## src/rtl/core/b64c_pkg.sv

```systemverilog
// Shared types, constants and alphabet functions of the Base64 codec
package b64c_pkg;

  localparam int unsigned MaxRes = 4;
  localparam int unsigned CntW   = $clog2(MaxRes + 1);
  localparam int unsigned AddrW  = 3;

  // word index of the mode register within paddr
  localparam logic RegMode = 1'b0;

  localparam logic       ModeEnc = 1'b0;
  localparam logic       ModeDec = 1'b1;
  localparam logic [7:0] PadChar = 8'h3d;

  typedef struct packed {
    logic [7:0] data;
    logic       has;
    logic       last;
    logic       bad;
  } res_t;

  typedef struct packed {
    logic [5:0] bits;
    logic [2:0] cnt;
    logic       pad;
  } st_t;

  typedef struct packed {
    logic       ok;
    logic [5:0] val;
  } cval_t;

  function automatic logic [7:0] enc_char(input logic [5:0] v);
    logic [7:0] w;
    w = {2'b00, v};
    if (v < 6'd26) begin
      return 8'h41 + w;
    end else if (v < 6'd52) begin
      return 8'h61 + w - 8'd26;
    end else if (v < 6'd62) begin
      return 8'h30 + w - 8'd52;
    end else if (v == 6'd62) begin
      return 8'h2b;
    end else begin
      return 8'h2f;
    end
  endfunction

  function automatic cval_t dec_char(input logic [7:0] c);
    cval_t r;
    r = '0;
    case (c) inside
      [8'h41:8'h5a]: begin
        r.ok  = 1'b1;
        r.val = 6'(c - 8'h41);
      end
      [8'h61:8'h7a]: begin
        r.ok  = 1'b1;
        r.val = 6'(c - 8'h61 + 8'd26);
      end
      [8'h30:8'h39]: begin
        r.ok  = 1'b1;
        r.val = 6'(c - 8'h30 + 8'd52);
      end
      8'h2b: begin
        r.ok  = 1'b1;
        r.val = 6'd62;
      end
      8'h2f: begin
        r.ok  = 1'b1;
        r.val = 6'd63;
      end
      default: r = '0;
    endcase
    return r;
  endfunction

endpackage

```

## src/rtl/core/b64c_xlate.sv

```systemverilog
// Per-word translation: results and next bit-accumulator state for one input word
module b64c_xlate (
  input  logic                                 mode,
  input  b64c_pkg::st_t                        st,
  input  logic [7:0]                           data,
  input  logic                                 last,
  output b64c_pkg::res_t [b64c_pkg::MaxRes-1:0] res,
  output logic [b64c_pkg::CntW-1:0]            cnt,
  output b64c_pkg::st_t                        st_nxt
);

  b64c_pkg::cval_t cv;

  function automatic b64c_pkg::res_t chr(input logic [7:0] c);
    b64c_pkg::res_t r;
    r      = '0;
    r.data = c;
    r.has  = 1'b1;
    return r;
  endfunction

  assign cv = b64c_pkg::dec_char(data);

  always_comb begin
    res    = '0;
    cnt    = '0;
    st_nxt = st;
    if (mode == b64c_pkg::ModeEnc) begin
      case (st.cnt)
        3'd2: begin
          res[0] = chr(b64c_pkg::enc_char({st.bits[1:0], data[7:4]}));
          if (last) begin
            res[1] = chr(b64c_pkg::enc_char({data[3:0], 2'b00}));
            res[2] = chr(b64c_pkg::PadChar);
            cnt    = b64c_pkg::CntW'(3);
            st_nxt = '0;
          end else begin
            cnt         = b64c_pkg::CntW'(1);
            st_nxt.bits = {2'b00, data[3:0]};
            st_nxt.cnt  = 3'd4;
            st_nxt.pad  = 1'b0;
          end
        end
        3'd4: begin
          res[0] = chr(b64c_pkg::enc_char({st.bits[3:0], data[7:6]}));
          res[1] = chr(b64c_pkg::enc_char(data[5:0]));
          cnt    = b64c_pkg::CntW'(2);
          st_nxt = '0;
        end
        default: begin
          res[0] = chr(b64c_pkg::enc_char(data[7:2]));
          if (last) begin
            res[1] = chr(b64c_pkg::enc_char({data[1:0], 4'b0000}));
            res[2] = chr(b64c_pkg::PadChar);
            res[3] = chr(b64c_pkg::PadChar);
            cnt    = b64c_pkg::CntW'(4);
            st_nxt = '0;
          end else begin
            cnt         = b64c_pkg::CntW'(1);
            st_nxt.bits = {4'b0000, data[1:0]};
            st_nxt.cnt  = 3'd2;
            st_nxt.pad  = 1'b0;
          end
        end
      endcase
    end else begin
      if (data == b64c_pkg::PadChar) begin
        st_nxt.pad = 1'b1;
      end else if (!cv.ok) begin
        // flagged and dropped, state untouched
        res[0].bad = 1'b1;
        cnt        = b64c_pkg::CntW'(1);
      end else if (!st.pad) begin
        case (st.cnt)
          3'd2: begin
            res[0]      = chr({st.bits[1:0], cv.val});
            cnt         = b64c_pkg::CntW'(1);
            st_nxt.bits = '0;
            st_nxt.cnt  = 3'd0;
          end
          3'd4: begin
            res[0]      = chr({st.bits[3:0], cv.val[5:2]});
            cnt         = b64c_pkg::CntW'(1);
            st_nxt.bits = {4'b0000, cv.val[1:0]};
            st_nxt.cnt  = 3'd2;
          end
          3'd6, 3'd7: begin
            res[0]      = chr({st.bits, cv.val[5:4]});
            cnt         = b64c_pkg::CntW'(1);
            st_nxt.bits = {2'b00, cv.val[3:0]};
            st_nxt.cnt  = 3'd4;
          end
          default: begin
            st_nxt.bits = cv.val;
            st_nxt.cnt  = 3'd6;
          end
        endcase
      end
      if (last) begin
        // empty end marker when nothing else comes out
        if (cnt == '0) begin
          res[0] = '0;
          cnt    = b64c_pkg::CntW'(1);
        end
        st_nxt = '0;
      end
    end
    for (int i = 0; i < b64c_pkg::MaxRes; i++) begin
      if (last && (cnt == b64c_pkg::CntW'(i + 1))) begin
        res[i].last = 1'b1;
      end
    end
  end

endmodule

```

## src/rtl/core/base64_codec_core.sv

```systemverilog
// Top level of the streaming Base64 codec
//
// Input channel (in_valid/in_ready) takes one word per handshake: a raw byte
// when encoding, an ASCII character when decoding, with in_last_in on the
// final word of a message. The output channel (out_valid/out_ready) gives
// the results one word per handshake; out_last_out marks the final result of
// a message and out_has_data is low on an empty end marker.
// Each accepted word is translated in the cycle it is accepted and its 0 to
// 4 results are loaded into a small result queue; the first appears on the
// output in the cycle after acceptance. A new word is taken in the cycle the
// last queued result leaves, so the input waits for the queue to empty:
// ordinary encode bytes give 1 to 2 results, decode characters at most 1, up to 4
// for a final encode byte. The result queue is the limit.
// Reset (rst_n low, synchronous) empties the queue, clears the accumulator
// and selects encode mode. A stalled receiver holds the queue and therefore
// the input. The user must write the APB mode register (address 0) only while
// idle, which the block itself does not enforce; writing it also abandons any part-finished message.
module base64_codec_core (
  input  logic                       clk,
  input  logic                       rst_n,
  input  logic                       in_valid,
  output logic                       in_ready,
  input  logic [7:0]                 in_data_in,
  input  logic                       in_last_in,
  output logic                       out_valid,
  input  logic                       out_ready,
  output logic [7:0]                 out_data_out,
  output logic                       out_has_data,
  output logic                       out_last_out,
  output logic                       out_bad_char,
  input  logic                       psel,
  input  logic                       penable,
  input  logic                       pwrite,
  input  logic [b64c_pkg::AddrW-1:0] paddr,
  input  logic [31:0]                pwdata,
  output logic [31:0]                prdata,
  output logic                       pready
);

  logic                                  mode_r;
  b64c_pkg::st_t                         st_r;
  b64c_pkg::st_t                         st_nxt;
  b64c_pkg::res_t [b64c_pkg::MaxRes-1:0] res_r;
  b64c_pkg::res_t [b64c_pkg::MaxRes-1:0] res_nxt;
  logic [b64c_pkg::CntW-1:0]             rem_r;
  logic [b64c_pkg::CntW-1:0]             cnt_nxt;
  logic                                  acc;
  logic                                  pop;
  logic                                  cfg_wr;

  b64c_xlate u_xlate (
    .mode   (mode_r),
    .st     (st_r),
    .data   (in_data_in),
    .last   (in_last_in),
    .res    (res_nxt),
    .cnt    (cnt_nxt),
    .st_nxt (st_nxt)
  );

  assign pready = 1'b1;
  assign cfg_wr = psel && penable && pwrite && pready &&
                  (paddr[2] == b64c_pkg::RegMode);
  assign prdata = (paddr[2] == b64c_pkg::RegMode) ? {31'b0, mode_r} : 32'b0;

  assign out_valid    = (rem_r != '0);
  assign in_ready     = (rem_r == '0) || ((rem_r == b64c_pkg::CntW'(1)) && out_ready);
  assign acc          = in_valid && in_ready;
  assign pop          = out_valid && out_ready;
  assign out_data_out = res_r[0].data;
  assign out_has_data = res_r[0].has;
  assign out_last_out = res_r[0].last;
  assign out_bad_char = res_r[0].bad;

  always_ff @(posedge clk) begin
    if (!rst_n) begin
      mode_r <= b64c_pkg::ModeEnc;
      st_r   <= '0;
      rem_r  <= '0;
    end else begin
      if (cfg_wr) begin
        mode_r <= pwdata[0];
        st_r   <= '0;
      end else if (acc) begin
        st_r <= st_nxt;
      end
      if (acc) begin
        rem_r <= cnt_nxt;
      end else if (pop) begin
        rem_r <= rem_r - b64c_pkg::CntW'(1);
      end
    end
  end

  // result queue: loaded whole on accept, shifted down on each pop
  always_ff @(posedge clk) begin
    if (acc) begin
      res_r <= res_nxt;
    end else if (pop) begin
      res_r <= {b64c_pkg::res_t'('0), res_r[b64c_pkg::MaxRes-1:1]};
    end
  end

  a_rem_range: assert property (@(posedge clk) disable iff (!rst_n)
    rem_r <= b64c_pkg::CntW'(b64c_pkg::MaxRes))
    else $error("result queue count out of range");

  a_last_is_tail: assert property (@(posedge clk) disable iff (!rst_n)
    (out_valid && out_last_out) |-> (rem_r == b64c_pkg::CntW'(1)))
    else $error("final result is not the tail of the queue");

  a_end_clears: assert property (@(posedge clk) disable iff (!rst_n)
    (acc && in_last_in) |=> (st_r == '0))
    else $error("accumulator not cleared after end of message");

  a_empty_zero: assert property (@(posedge clk) disable iff (!rst_n)
    (out_valid && !out_has_data) |-> (out_data_out == 8'h00))
    else $error("empty result carries data");

  a_drain_ready: assert property (@(posedge clk) disable iff (!rst_n)
    (rem_r == '0) |-> in_ready)
    else $error("input stalled with empty queue");

endmodule

```

## config.mk

```make
export PLATFORM = sky130hd
export DESIGN_NAME = base64_codec_core
export DESIGN_NICKNAME = d
export VERILOG_FILES = /design/src/rtl/core/b64c_pkg.sv /design/src/rtl/core/b64c_xlate.sv /design/src/rtl/core/base64_codec_core.sv
export SDC_FILE = /design/constraint.sdc
export NUM_CORES = 1
export LEC_CHECK = 0
export BUFFER_PORTS_ARGS = -buffer_cell sky130_fd_sc_hd__buf_2
export CAP_MARGIN = 25
export CELL_PAD_IN_SITES_DETAIL_PLACEMENT = 0
export CELL_PAD_IN_SITES_GLOBAL_PLACEMENT = 1
export CORE_MARGIN = 3
export CORE_UTILIZATION = 41
export CTS_BUF_LIST = sky130_fd_sc_hd__clkbuf_4 sky130_fd_sc_hd__clkbuf_8 sky130_fd_sc_hd__clkbuf_16
export DETAILED_ROUTE_END_ITERATION = 8
export GPL_TIMING_DRIVEN = 0
export PLACE_DENSITY_LB_ADDON = 0.1
export REMOVE_ABC_BUFFERS = 1
export SLEW_MARGIN = 20
export SYNTH_ARGS = -nofsm -noshare
export SYNTH_HDL_FRONTEND = slang
export SYNTH_SLANG_ARGS = --single-unit
export TNS_END_PERCENT = 10
```

## constraint.sdc

```tcl
create_clock -name clk -period 4.83 [get_ports clk]
set_input_delay 0.483 -clock clk [delete_from_list [all_inputs] [get_ports clk]]
set_output_delay 0.483 -clock clk [all_outputs]
set_load 0.05 [all_outputs]
```

# After elaboration in Yosys (flattened, before gate mapping)
# Index checks and enable logic that the tools add are counted.
dict set report word_totals {
  elab_cells 199
  ramBits 0
  rom_bits 0
  latch_bits 0
  n_memories 0
  regBits 58
}
dict set report classes {
  mul 0
  n_eq_ne 20
  n_shift 0
  n_addsub 36
  magnitude_cmp 24
  div 0
  bitwise 2
  n_reduce_logical 24
  muxes 72
}
# operator count
set op_table {}
lappend op_table {{$mux 8} 20}
lappend op_table {{$add 7x6->8 const A} 12}
lappend op_table {{$mux 44} 2}
lappend op_table {{$lt 6x6->1 const B} 12}
lappend op_table {{$mux 31} 2}
lappend op_table {{$mux 11} 5}
lappend op_table {{$sub 8x5->8 const B} 6}
lappend op_table {{$sub 8x6->8 const B} 6}
lappend op_table {{$pmux 22 s2} 1}
lappend op_table {{$add 6x6->7 const A} 6}
lappend op_table {{$mux 3} 14}
lappend op_table {{$lt 6x5->1 const B} 6}
lappend op_table {{$mux 9} 4}
lappend op_table {{$mux 7} 5}
lappend op_table {{$pmux 11 s3} 1}
lappend op_table {{$mux 10} 3}
lappend op_table {{$pmux 9 s3} 1}
lappend op_table {{$eq 6x6->1 const B} 4}
lappend op_table {{$eq 8x6->1 const B} 3}
lappend op_table {{$pmux 11 s2} 1}
lappend op_table {{$mux 20} 1}
lappend op_table {{$ge 8x7->1 const B} 2}
lappend op_table {{$le 8x7->1 const B} 2}
lappend op_table {{$pmux 8 s2} 1}
lappend op_table {{other kinds (26)} 58}

# Depth between registers and ports, before layout
# Gate-level depths: netlist of run 1.
dict set report logic_depth {
  ltp_word 17
  ltp_mapped 16
  depth_no_buf 12
}

# Modules after synthesis
# Synthesis of run 1 repeated with hierarchy kept, for this count alone.
dict set report unflattened {
  cells_unflattened 745
  hier_area_um2 6170.9
}
# module cells_per_inst n_inst seq_area_each_um2 area_per_inst_um2
set modules_own_cells {}
lappend modules_own_cells {b64c_xlate 520 1 0.0 3329.4}
lappend modules_own_cells {base64_codec_core 225 1 1601.5 2841.5}

# Least setup slack after synthesis of run 1
# No wires, ideal clock.
dict set report synth_timing {
  path_kind {input to register}
  from {in in_data_in[2]}
  to {reg res_r, in the netlist out_data_out[1] (data pin)}
  arrival_time_ns 3.123
  slack_ns 1.446
  n_path_buf 2
  required_ns 4.569
  stages 13
  cell_sequence {buf_6 -> clkbuf_1 -> inv_1 -> ha_1 -> nand2_1 -> ha_1 -> nor2b_1 -> o31ai_2 -> nand2b_1 -> a211oi_1 -> or3_4 -> a221o_1 -> a221o_1}
}
dict set report synth_between {
  elab_chain_len 14
  elab_cells_between_ends 46
  classes_between {add/sub: 10; order compare: 9; eq/ne: 3; mux: 20; reduce/logical: 4}
}
# element line
set synth_lines {}
lappend synth_lines {{from (decl)} base64_codec_core.sv:23} ;# input logic [7:0] in_data_in,
lappend synth_lines {{branches (longest 12 deep; another with $sub 6x6->6)} --}
lappend synth_lines {{$mux 11 (*)} b64c_xlate.sv:28} ;# if (mode == b64c_pkg::ModeEnc) begin
lappend synth_lines {{$mux 44 (*)} base64_codec_core.sv:97} ;# if (acc) begin
lappend synth_lines {{to (signal assigned)} base64_codec_core.sv:98} ;# res_r <= res_nxt;
lappend synth_lines {{to (signal assigned)} base64_codec_core.sv:100} ;# res_r <= {b64c_pkg::res_t'('0), res_r[b64c_pkg::MaxRes-1:1]};
lappend synth_lines {{to (decl)} base64_codec_core.sv:43} ;# b64c_pkg::res_t [b64c_pkg::MaxRes-1:0] res_r;
# Mark *: on every way between the ends. The select of a mux whose other input is x is not followed.
# A chain may end at the register's enable or synchronous reset.

# Final worst setup path of run 1
dict set report layout_timing {
  from {in in_data_in[3]}
  to {reg res_r, in the netlist out_data_out[0] (data pin)}
}
# Same word-level chain as after synthesis.

==> impl_metrics.tcl, run 1 <==
set metrics [dict create \
    clock-sinks 38 \
    cp-end-kind "flop" \
    holdWs_ns 0.4496 \
    post-route-period-util 0.8357 \
    hold_start "pwdata[0]" \
    power_density_mw_per_mm2 420.8 \
    ctsResizeCount 0 \
    rsz0062_at_grt "false" \
    worst_pin_slew_ns 1.039 \
    fin_skew_ns 0.004347 \
    die_x_um 116.2 \
    grt_pass1_vias 4571 \
    cts_buffer_depth 2 \
    dp_hpwl_um 11530 \
    irDropWorstVdd_uv 286.7 \
    yosys_warnings 0 \
    via_per_inst 6.388 \
    routed_wirelength_um 16150 \
    vias 4938 \
    hold_viol_final 0 \
    diodes 0 \
    ioPinCount 97 \
    finalWorstSetupSlack_ns 0.7936 \
    start_kind "input port" \
    track_usage 0.2386 \
    start_util 0.4284 \
    crit_type "input port to flop" \
    tns_ns 0 \
    place_area_mm2 0.004906 \
    drt_iter0_markers 399 \
    setup_viol 0 \
    first_pass_iters 5 \
    yosys-top-cells-area "edfxtp_1 15%, ha_1 9.8%, buf_4 6.2%, nand2_1 5.3%, dfxtp_1 5.2%" \
    status "complete, no violations" \
    pwr-share-seq 0.290 \
    hold_depth 3 \
    grt_pass1_wl_um 25500 \
    wl_per_cell_um 20.90 \
    yosys.cell_count.top_type "nand2_1" \
    clk_latency_ns 0.29 \
    post-cts-setup-buffers 0 \
    synth-seq-cells 38 \
    ys_seq_area_frac 0.2032 \
    pre_cts_slack_ns 0.6014 \
    root_buffer "clkbuf_16" \
    clkTransAtPathRegs_ns 0.06 \
    drc 0 \
    numCtsBuffers 5 \
    fillers 1156 \
    hold_path_end "mode_r" \
    p_leak_nw 1.936 \
    synth_area_per_cell_um2 7.677 \
    syn_inst 648 \
    drive_above_1_share 0.08095 \
    synth_cell_type_count 73 \
    synth_top_area_share 0.1509 \
    fin_crit_ns 4.036 \
    power.internal_w 0.001067 \
    reg2reg_from "st_r[4]" \
    finalInstanceArea_mm2 0.005064 \
    die-height_um 116.2 \
    h-tree-depth 2 \
    overflow 0 \
    cp_data_required_time_ns 4.93 \
    ant_nets 0 \
    clkPwrFrac 0.152 \
    synthToLayoutAreaGrowth_pct 1.786 \
    async_reset_ff_frac 0 \
    postCtsHoldBufs 0 \
    nNetsFinal 719 \
    p_sw_frac 0.4992 \
    grt_max_degree 31 \
    final_util 0.4360 \
    yosysTopAreaCell "edfxtp_1" \
    die_area_mm2 0.01349 \
    synth_flop_cell "edfxtp_1" \
    p_sw_w 0.001064 \
    timing.max_cap.violations 0 \
    synthTopCellsByCount "70 x nand2_1, 43 x o21ai_0, 41 x buf_4" \
    rrSetupSlack_ns 1.60 \
    worst_hold_path_type "input port to flop" \
    r2r_end "out_data_out[1]" \
    grt_antenna_before_repair 0 \
    crit_fanout 19 \
    r2r_cells 9 \
    slew_headroom 0.3076 \
    gp_congestion 0.8866 \
    cts_tree "yes" \
    fmaxAchievable_mhz 247.7 \
    report.final.slew_viol_count 0 \
    num_rows 39 \
    crit_arrival_ns 4.13 \
    synth_enable_flop_cells 25 \
    combPwrFrac 0.557 \
    coreArea_mm2 0.01161 \
    synthesis.area_mm2 0.004975 \
    io_buffers 31 \
]
==> through the flow <==
step | total power (W) | std cells
after floorplan | 0.001467 | 589
after global placement | 0.001779 | 763
after detailed placement | 0.001790 | 763
after CTS | 0.002116 | 771
after global routing | 0.002265 | 773
final | 0.002131 | 773
==> metal layers <==
layer / vias to the layer above / part of all wire / GRT usage
met3: 19 / 0.077 / 0.02694
met5: - / 0 / 0
met4: 0 / 0.015 / 0.05104
met2: 241 / 0.45 / 0.3809
met1: 2375 / 0.45 / 0.3482
li1: 2303 / - / -
==> power groups by stage <==
stage,Sequential (W),Clock (W),Combinational (W)
2_1_floorplan,0.000765,0,0.000702
3_3_place_gp,0.000622,0,0.00116
3_5_place_dp,0.000624,0,0.00117
4_1_cts,0.000618,0.000327,0.00117
5_1_grt,0.000632,0.000337,0.00130
6_report,0.000619,0.000324,0.00119
==> layout by cell type, fill, tap and decap left out, types with 5 or more instances in the layout <==
cell type  instances
a221oi_1           7
o311ai_0           6
buf_2             32
o21ai_0           43
a31oi_1           13
xnor2_1           22
and3_1            10
clkbuf_16          5
o211ai_1           9
o31ai_1            6
ha_1              39
a222oi_1           7
a21o_1            11
nand3_1           26
inv_1             28
edfxtp_1          25
or3_1              5
a21oi_1           35
a211oi_1          16
nor3_1            18
nand2_1           70
nor2_1            27
nand2b_1          13
nor2b_1           12
mux2i_1            8
conb_1            32
a311oi_1           6
and2_1             5
dfxtp_1           13
o2111ai_1          5
==> worst max path at each step <==
stage | startpoint | endpoint | cells after the start
global placement | in_data_in[3] | out_data_out[0] | 11
CTS | in_data_in[3] | out_data_out[0] | 11
finish | in_data_in[3] | out_data_out[0] | 11
detailed placement | in_data_in[3] | out_data_out[0] | 11
global route | in_data_in[3] | out_data_out[0] | 11
floorplan | in_data_in[3] | out_data_out[1] | 10
==> critical path, stage by stage <==
cell	delay (ns)
buf_2	0.39
clkinv_1	0.44
ha_1	0.41
ha_1	0.27
a21boi_0	0.14
o2bb2ai_1	0.21
and2_1	0.40
o31ai_1	0.17
a211oi_1	0.61
nand3_1	0.28
o21ai_0	0.33
==> cells by family (layout without fill, tap and decap cells) <==
family,after synthesis,after routing,synth area share
DFF,38,38,0.2032
muxes,9,9,0.01836
other,2,32,0.001510
xor gates and xnor gates,24,24,0.04225
and+or+nand+nor,204,204,0.2032
AOI/OAI and AO/OA,214,214,0.3079
adders and majority gates,39,39,0.09809
buffers and inverters,118,70,0.1255
==> layout make-up <==
type | count | area [µm²] | area share
tap | 143 | 178.9 | 0.03533
clock inverter | 3 | 16.27 | 0.003212
sequential | 38 | 1011 | 0.1997
clock buffer | 5 | 125.1 | 0.02471
timing repair buffer | 33 | 167.7 | 0.03311
inverter | 29 | 108.9 | 0.02150
multi-input combinational | 522 | 3456 | 0.6825
==> registers in the layout (all words and copies together), names as in the netlist <==
name / count
out_has_data: 1
res_r: 14
st_r: 9
out_data_out: 8
mode_r: 1
rem_r: 3
out_bad_char: 1
out_last_out: 1
Power figures use the tool's default switching activity.
==> run 2: changes to the inputs <==
CORE_UTILIZATION = 38   (was 41)
clock period = 3.4 ns   (was 4.83 ns; I/O delays follow)
==> run 2 against run 1 <==
  * Clock power increased by 63%
  * Combinational power up 42%
  * Final cell count up 3.6%
  * Clock skew about the same
  * Largest power group unchanged
==> impl_metrics.tcl, run 2 (same netlist as run 1, synthesis figures left out) <==
set metrics [dict create \
    status "complete, no violations" \
    fmaxAchievable_mhz 302.9 \
    via_per_inst 6.037 \
    r2r_end "out_data_out[2]" \
    hold_start "pwdata[0]" \
    timing.max_cap.violations 0 \
    regMostFlops "res_r" \
    drive_above_1_share 0.09380 \
    overflow 0 \
    layout_common_cells "70 x nand2_1, 43 x o21ai_0, 39 x ha_1" \
    numCtsBuffers 5 \
    track_usage 0.2187 \
    irDropWorstVdd_uv 337.5 \
    post-cts-setup-buffers 0 \
    coreArea_mm2 0.01272 \
    num_rows 41 \
    nNetsFinal 718 \
    postCtsHoldBufs 0 \
    start_kind "input port" \
    pre_cts_slack_ns -0.6173 \
    final_common_cell "nand2_1" \
    drt_iter0_markers 461 \
    first_pass_iters 6 \
    r2r_cells 8 \
    setup_viol 0 \
    slew_headroom 0.3235 \
    die-height_um 120.4 \
    synthToLayoutAreaGrowth_pct 3.722 \
    p_leak_nw 1.962 \
    final_util 0.4056 \
    largest_register_ffs 14 \
    hold_viol_final 0 \
    ant_nets 0 \
    dp_hpwl_um 11630 \
    grt_pass1_wl_um 25680 \
    grt_max_degree 31 \
    ctsResizeCount 8 \
    fin_skew_ns 0.004031 \
    hold_depth 3 \
    clock-sinks 38 \
    hold_path_end "mode_r" \
    grt_pass1_vias 4477 \
    rrSetupSlack_ns 0.22 \
    clkTransAtPathRegs_ns 0.06 \
    clk_latency_ns 0.28 \
    wl_per_cell_um 20.27 \
    rsz0062_at_grt "true" \
    grt_antenna_before_repair 0 \
    root_buffer "clkbuf_16" \
    gp_congestion 0.9178 \
    cts_buffer_depth 2 \
    io_buffers 31 \
    crit_fanout 23 \
    ioPinCount 97 \
    cp_data_required_time_ns 3.43 \
    die_x_um 120.4 \
    fin_crit_ns 3.301 \
    power_density_mw_per_mm2 600.2 \
    crit_type "input port to flop" \
    diodes 0 \
    worst_pin_slew_ns 1.015 \
    vias 4836 \
    finalWorstSetupSlack_ns 0.09888 \
    h-tree-depth 2 \
    reg2reg_from "st_r[5]" \
    drc 0 \
    crit_arrival_ns 3.33 \
    routed_wirelength_um 16240 \
    worst_hold_path_type "input port to flop" \
    post-route-period-util 0.9709 \
    report.final.slew_viol_count 0 \
    cp-end-kind "flop" \
    start_util 0.3910 \
    die_area_mm2 0.01450 \
    cts_tree "yes" \
]
run 2: changes by cell type in the layout (fill, tap and decap cells not counted), moves of 2 or more:
| cell | change |
|---|---|
| clkinv_2 | +2 |
| clkinv_1 | -2 |
| buf_4 | +3 |
| buf_2 | -5 |
run 2: worst max-delay path by stage:
| stage | start | end | slack [ns] |
|---|---|---|---|
| floorplan | in_data_in[3] | out_data_out[1] | 0.50 |
| global placement | in_data_in[3] | out_data_out[0] | -0.68 |
| detailed placement | in_data_in[3] | out_data_out[0] | -0.62 |
| CTS | in_data_in[0] | out_data_out[0] | 0.08 |
| global route | in_data_in[2] | out_data_out[1] | -0.04 |
| finish | in_data_in[4] | out_data_out[1] | 0.1 |
run 2: cell type report:
cell class                      count  area [µm²]
Tap cell                          172       215.2
Timing Repair Buffer               32       172.7
Clock buffer                        5       125.1
Sequential cell                    38        1012
Inverter                           29       110.1
Fill cell                        1381        7562
Multi-Input combinational cell    522        3485
Clock inverter                      3       40.04
run 2: worst max-delay path, stage by stage:
cell and delay [ns]:
buf_4 0.26, inv_1 0.21, ha_1 0.39, and3_1 0.25, o31ai_2 0.45, nand2b_1 0.27, a211oi_1 0.10, or3_4 0.41
a221o_1 0.30, a221o_1 0.34
run 2: layer usage:
| layer | wire [µm] | vias up | global-route usage |
|---|---|---|---|
| li1 | - | 2300 | - |
| met1 | 7520 | 2334 | 0.3208 |
| met2 | 7543 | 182 | 0.3514 |
| met3 | 954 | 20 | 0.02619 |
| met4 | 218 | 0 | 0.03399 |
| met5 | 0 | - | 0 |
run 2: metrics by stage:
stage	hold WS [ns]	cell area (µm²)	total power [W]	instances	setup TNS, ns
after floorplan	0.4434	4572	0.002084	589	0
after detailed placement	0.4604	4942	0.002545	792	-8.470
final	0.3186	5160	0.003097	801	0
after global routing	0.3423	5160	0.003295	801	-0.04348
after CTS	0.3168	5130	0.003088	800	0
after global placement	0.4576	4942	0.002546	792	-9.330
run 2: power breakdown:
| group | internal, W | leakage (nW) | switching [W] |
|---|---|---|---|
| registers | 0.000756 | 0.358 | 0.000129 |
| clock network | 0.000343 | 0.0836 | 0.000184 |
| logic | 0.000495 | 1.52 | 0.00119 |
==> run 3: changes to the inputs <==
PLACE_DENSITY = 0.77   (was not set)
PLACE_DENSITY_LB_ADDON = not set   (was 0.1)
==> run 3 against run 2 <==
  * Flip-flop and latch count is the same
  * Routed wire length shrank 3.1%
  * Fmax shrank 1.3%
  * Register-to-register slack gained 0.07 ns
  * Final cell count grew 0.75%
  * Highest routed layer unchanged
  * Largest power group unchanged
==> impl_metrics.tcl, run 3 (same netlist as run 1, synthesis figures left out) <==
set metrics [dict create \
    met3_length_um 1111 \
    gp_congestion 0.9209 \
    report.final.slew_viol_count 0 \
    drt_iter0_markers 657 \
    via_per_inst 6.152 \
    clk_latency_ns 0.28 \
    worst_hold_path_type "input port to flop" \
    final_common_cell "nand2_1" \
    grt_max_degree 31 \
    synthToLayoutAreaGrowth_pct 4.150 \
    wl_per_cell_um 19.49 \
    ant_nets 0 \
    die-height_um 120.4 \
    p_leak_nw 1.971 \
    regMostFlops "res_r" \
    diodes 0 \
    postCtsHoldBufs 0 \
    dp_hpwl_um 11120 \
    coreArea_mm2 0.01272 \
    met2WireLength_um 7090 \
    fin_crit_ns 3.345 \
    crit_arrival_ns 3.37 \
    h-tree-depth 2 \
    crit_fanout 19 \
    cp-end-kind "flop" \
    setup_viol 0 \
    nNetsFinal 724 \
    overflow 0 \
    clkTransAtPathRegs_ns 0.06 \
    numCtsBuffers 5 \
    grt_pass1_vias 4647 \
    final_util 0.4073 \
    power_density_mw_per_mm2 583.3 \
    fin_cells 807 \
    fin_skew_ns 0.005326 \
    worst_pin_slew_ns 1.015 \
    cts_buffer_depth 2 \
    die_x_um 120.4 \
    track_usage 0.2112 \
    status "complete, no violations" \
    drc 0 \
    drt-met1-wl_um 7154 \
    crit_type "input port to flop" \
    post-route-period-util 0.9839 \
    clock-sinks 38 \
    hold_viol_final 0 \
    num_rows 41 \
    vias 4965 \
    routed_wirelength_um 15730 \
    holdWs_ns 0.3197 \
    ioPinCount 97 \
    timing.max_cap.violations 0 \
    power_w 0.003022 \
    root_buffer "clkbuf_16" \
    cp_data_required_time_ns 3.43 \
    slew_headroom 0.3233 \
    cts_tree "yes" \
    fmaxAchievable_mhz 298.9 \
    grt_pass1_wl_um 25050 \
    first_pass_iters 6 \
    dp.cells 792 \
    irDropWorstVdd_uv 251.0 \
    die_area_mm2 0.01450 \
    layout_common_cells "69 x nand2_1, 43 x o21ai_0, 39 x ha_1" \
    highest_layer "met4" \
    rrSetupSlack_ns 0.29 \
    grt_antenna_before_repair 0 \
    io_buffers 31 \
    drive_above_1_share 0.1024 \
    fillers 1333 \
    largest_register_ffs 14 \
    start_kind "input port" \
    start_util 0.3910 \
]
-- run 3: changes by cell type in the layout (fill, tap and decap cells not counted), sizes merged --
cell	delta
buf	+4
bufinv	-1
clkbuf	+2
clkinvlp	+2
inv	-1
-- run 3: metrics by stage --
step	TNS [ns]	cell area (µm²)	worst slack [ns]
floorplan	0	4572	0.5015
global placement	-7.850	4942	-0.5617
detailed placement	-8.362	4942	-0.6153
CTS	0	5101	0.01353
global route	-0.004099	5181	-0.004099
finish	0	5181	0.05457
-- run 3: metal layers --
layer,up-vias,track usage
met5,-,0
met4,0,0.05524
met3,35,0.03368
met2,243,0.3343
met1,2379,0.2995
li1,2308,-
-- run 3: worst paths after layout --
kind	start	cells after the start	to
max reg2reg	st_r[5]	7	out_data_out[0]
max	in_data_in[2]	11	out_data_out[1]
min reg2reg	rem_r[2]	2	rem_r[2]
min	pwdata[0]	3	mode_r
-- run 3: layout make-up --
class	count	area (µm²)	share of cell area
Clock buffer	5	125.1	0.02415
Clock inverter	3	16.27	0.003139
Inverter	29	113.9	0.02198
Multi-Input combinational cell	522	3481	0.6718
Sequential cell	38	1012	0.1954
Tap cell	172	215.2	0.04154
Timing Repair Buffer	38	217.7	0.04202
-- run 3: power by group --
part,internal (W),switching [W],leakage (nW)
clock network,0.000268,0.000185,0.0672
logic,0.000498,0.00119,1.54
registers,0.000756,0.000130,0.358
-- run 3: what timing repair did --
action,in CTS,in global routing
setup endpoints to repair,16,10
pin swaps,0,1
gates resized for setup,6,8
setup buffers,0,6
-- run 3: critical path, stage by stage --
cell	delay, ns
clkbuf_4	0.30
clkinvlp_4	0.25
ha_1	0.33
ha_1	0.27
a21boi_0	0.15
o2bb2ai_1	0.26
and2_2	0.32
a211oi_1	0.09
or3_4	0.43
a221o_1	0.31
a221o_1	0.33
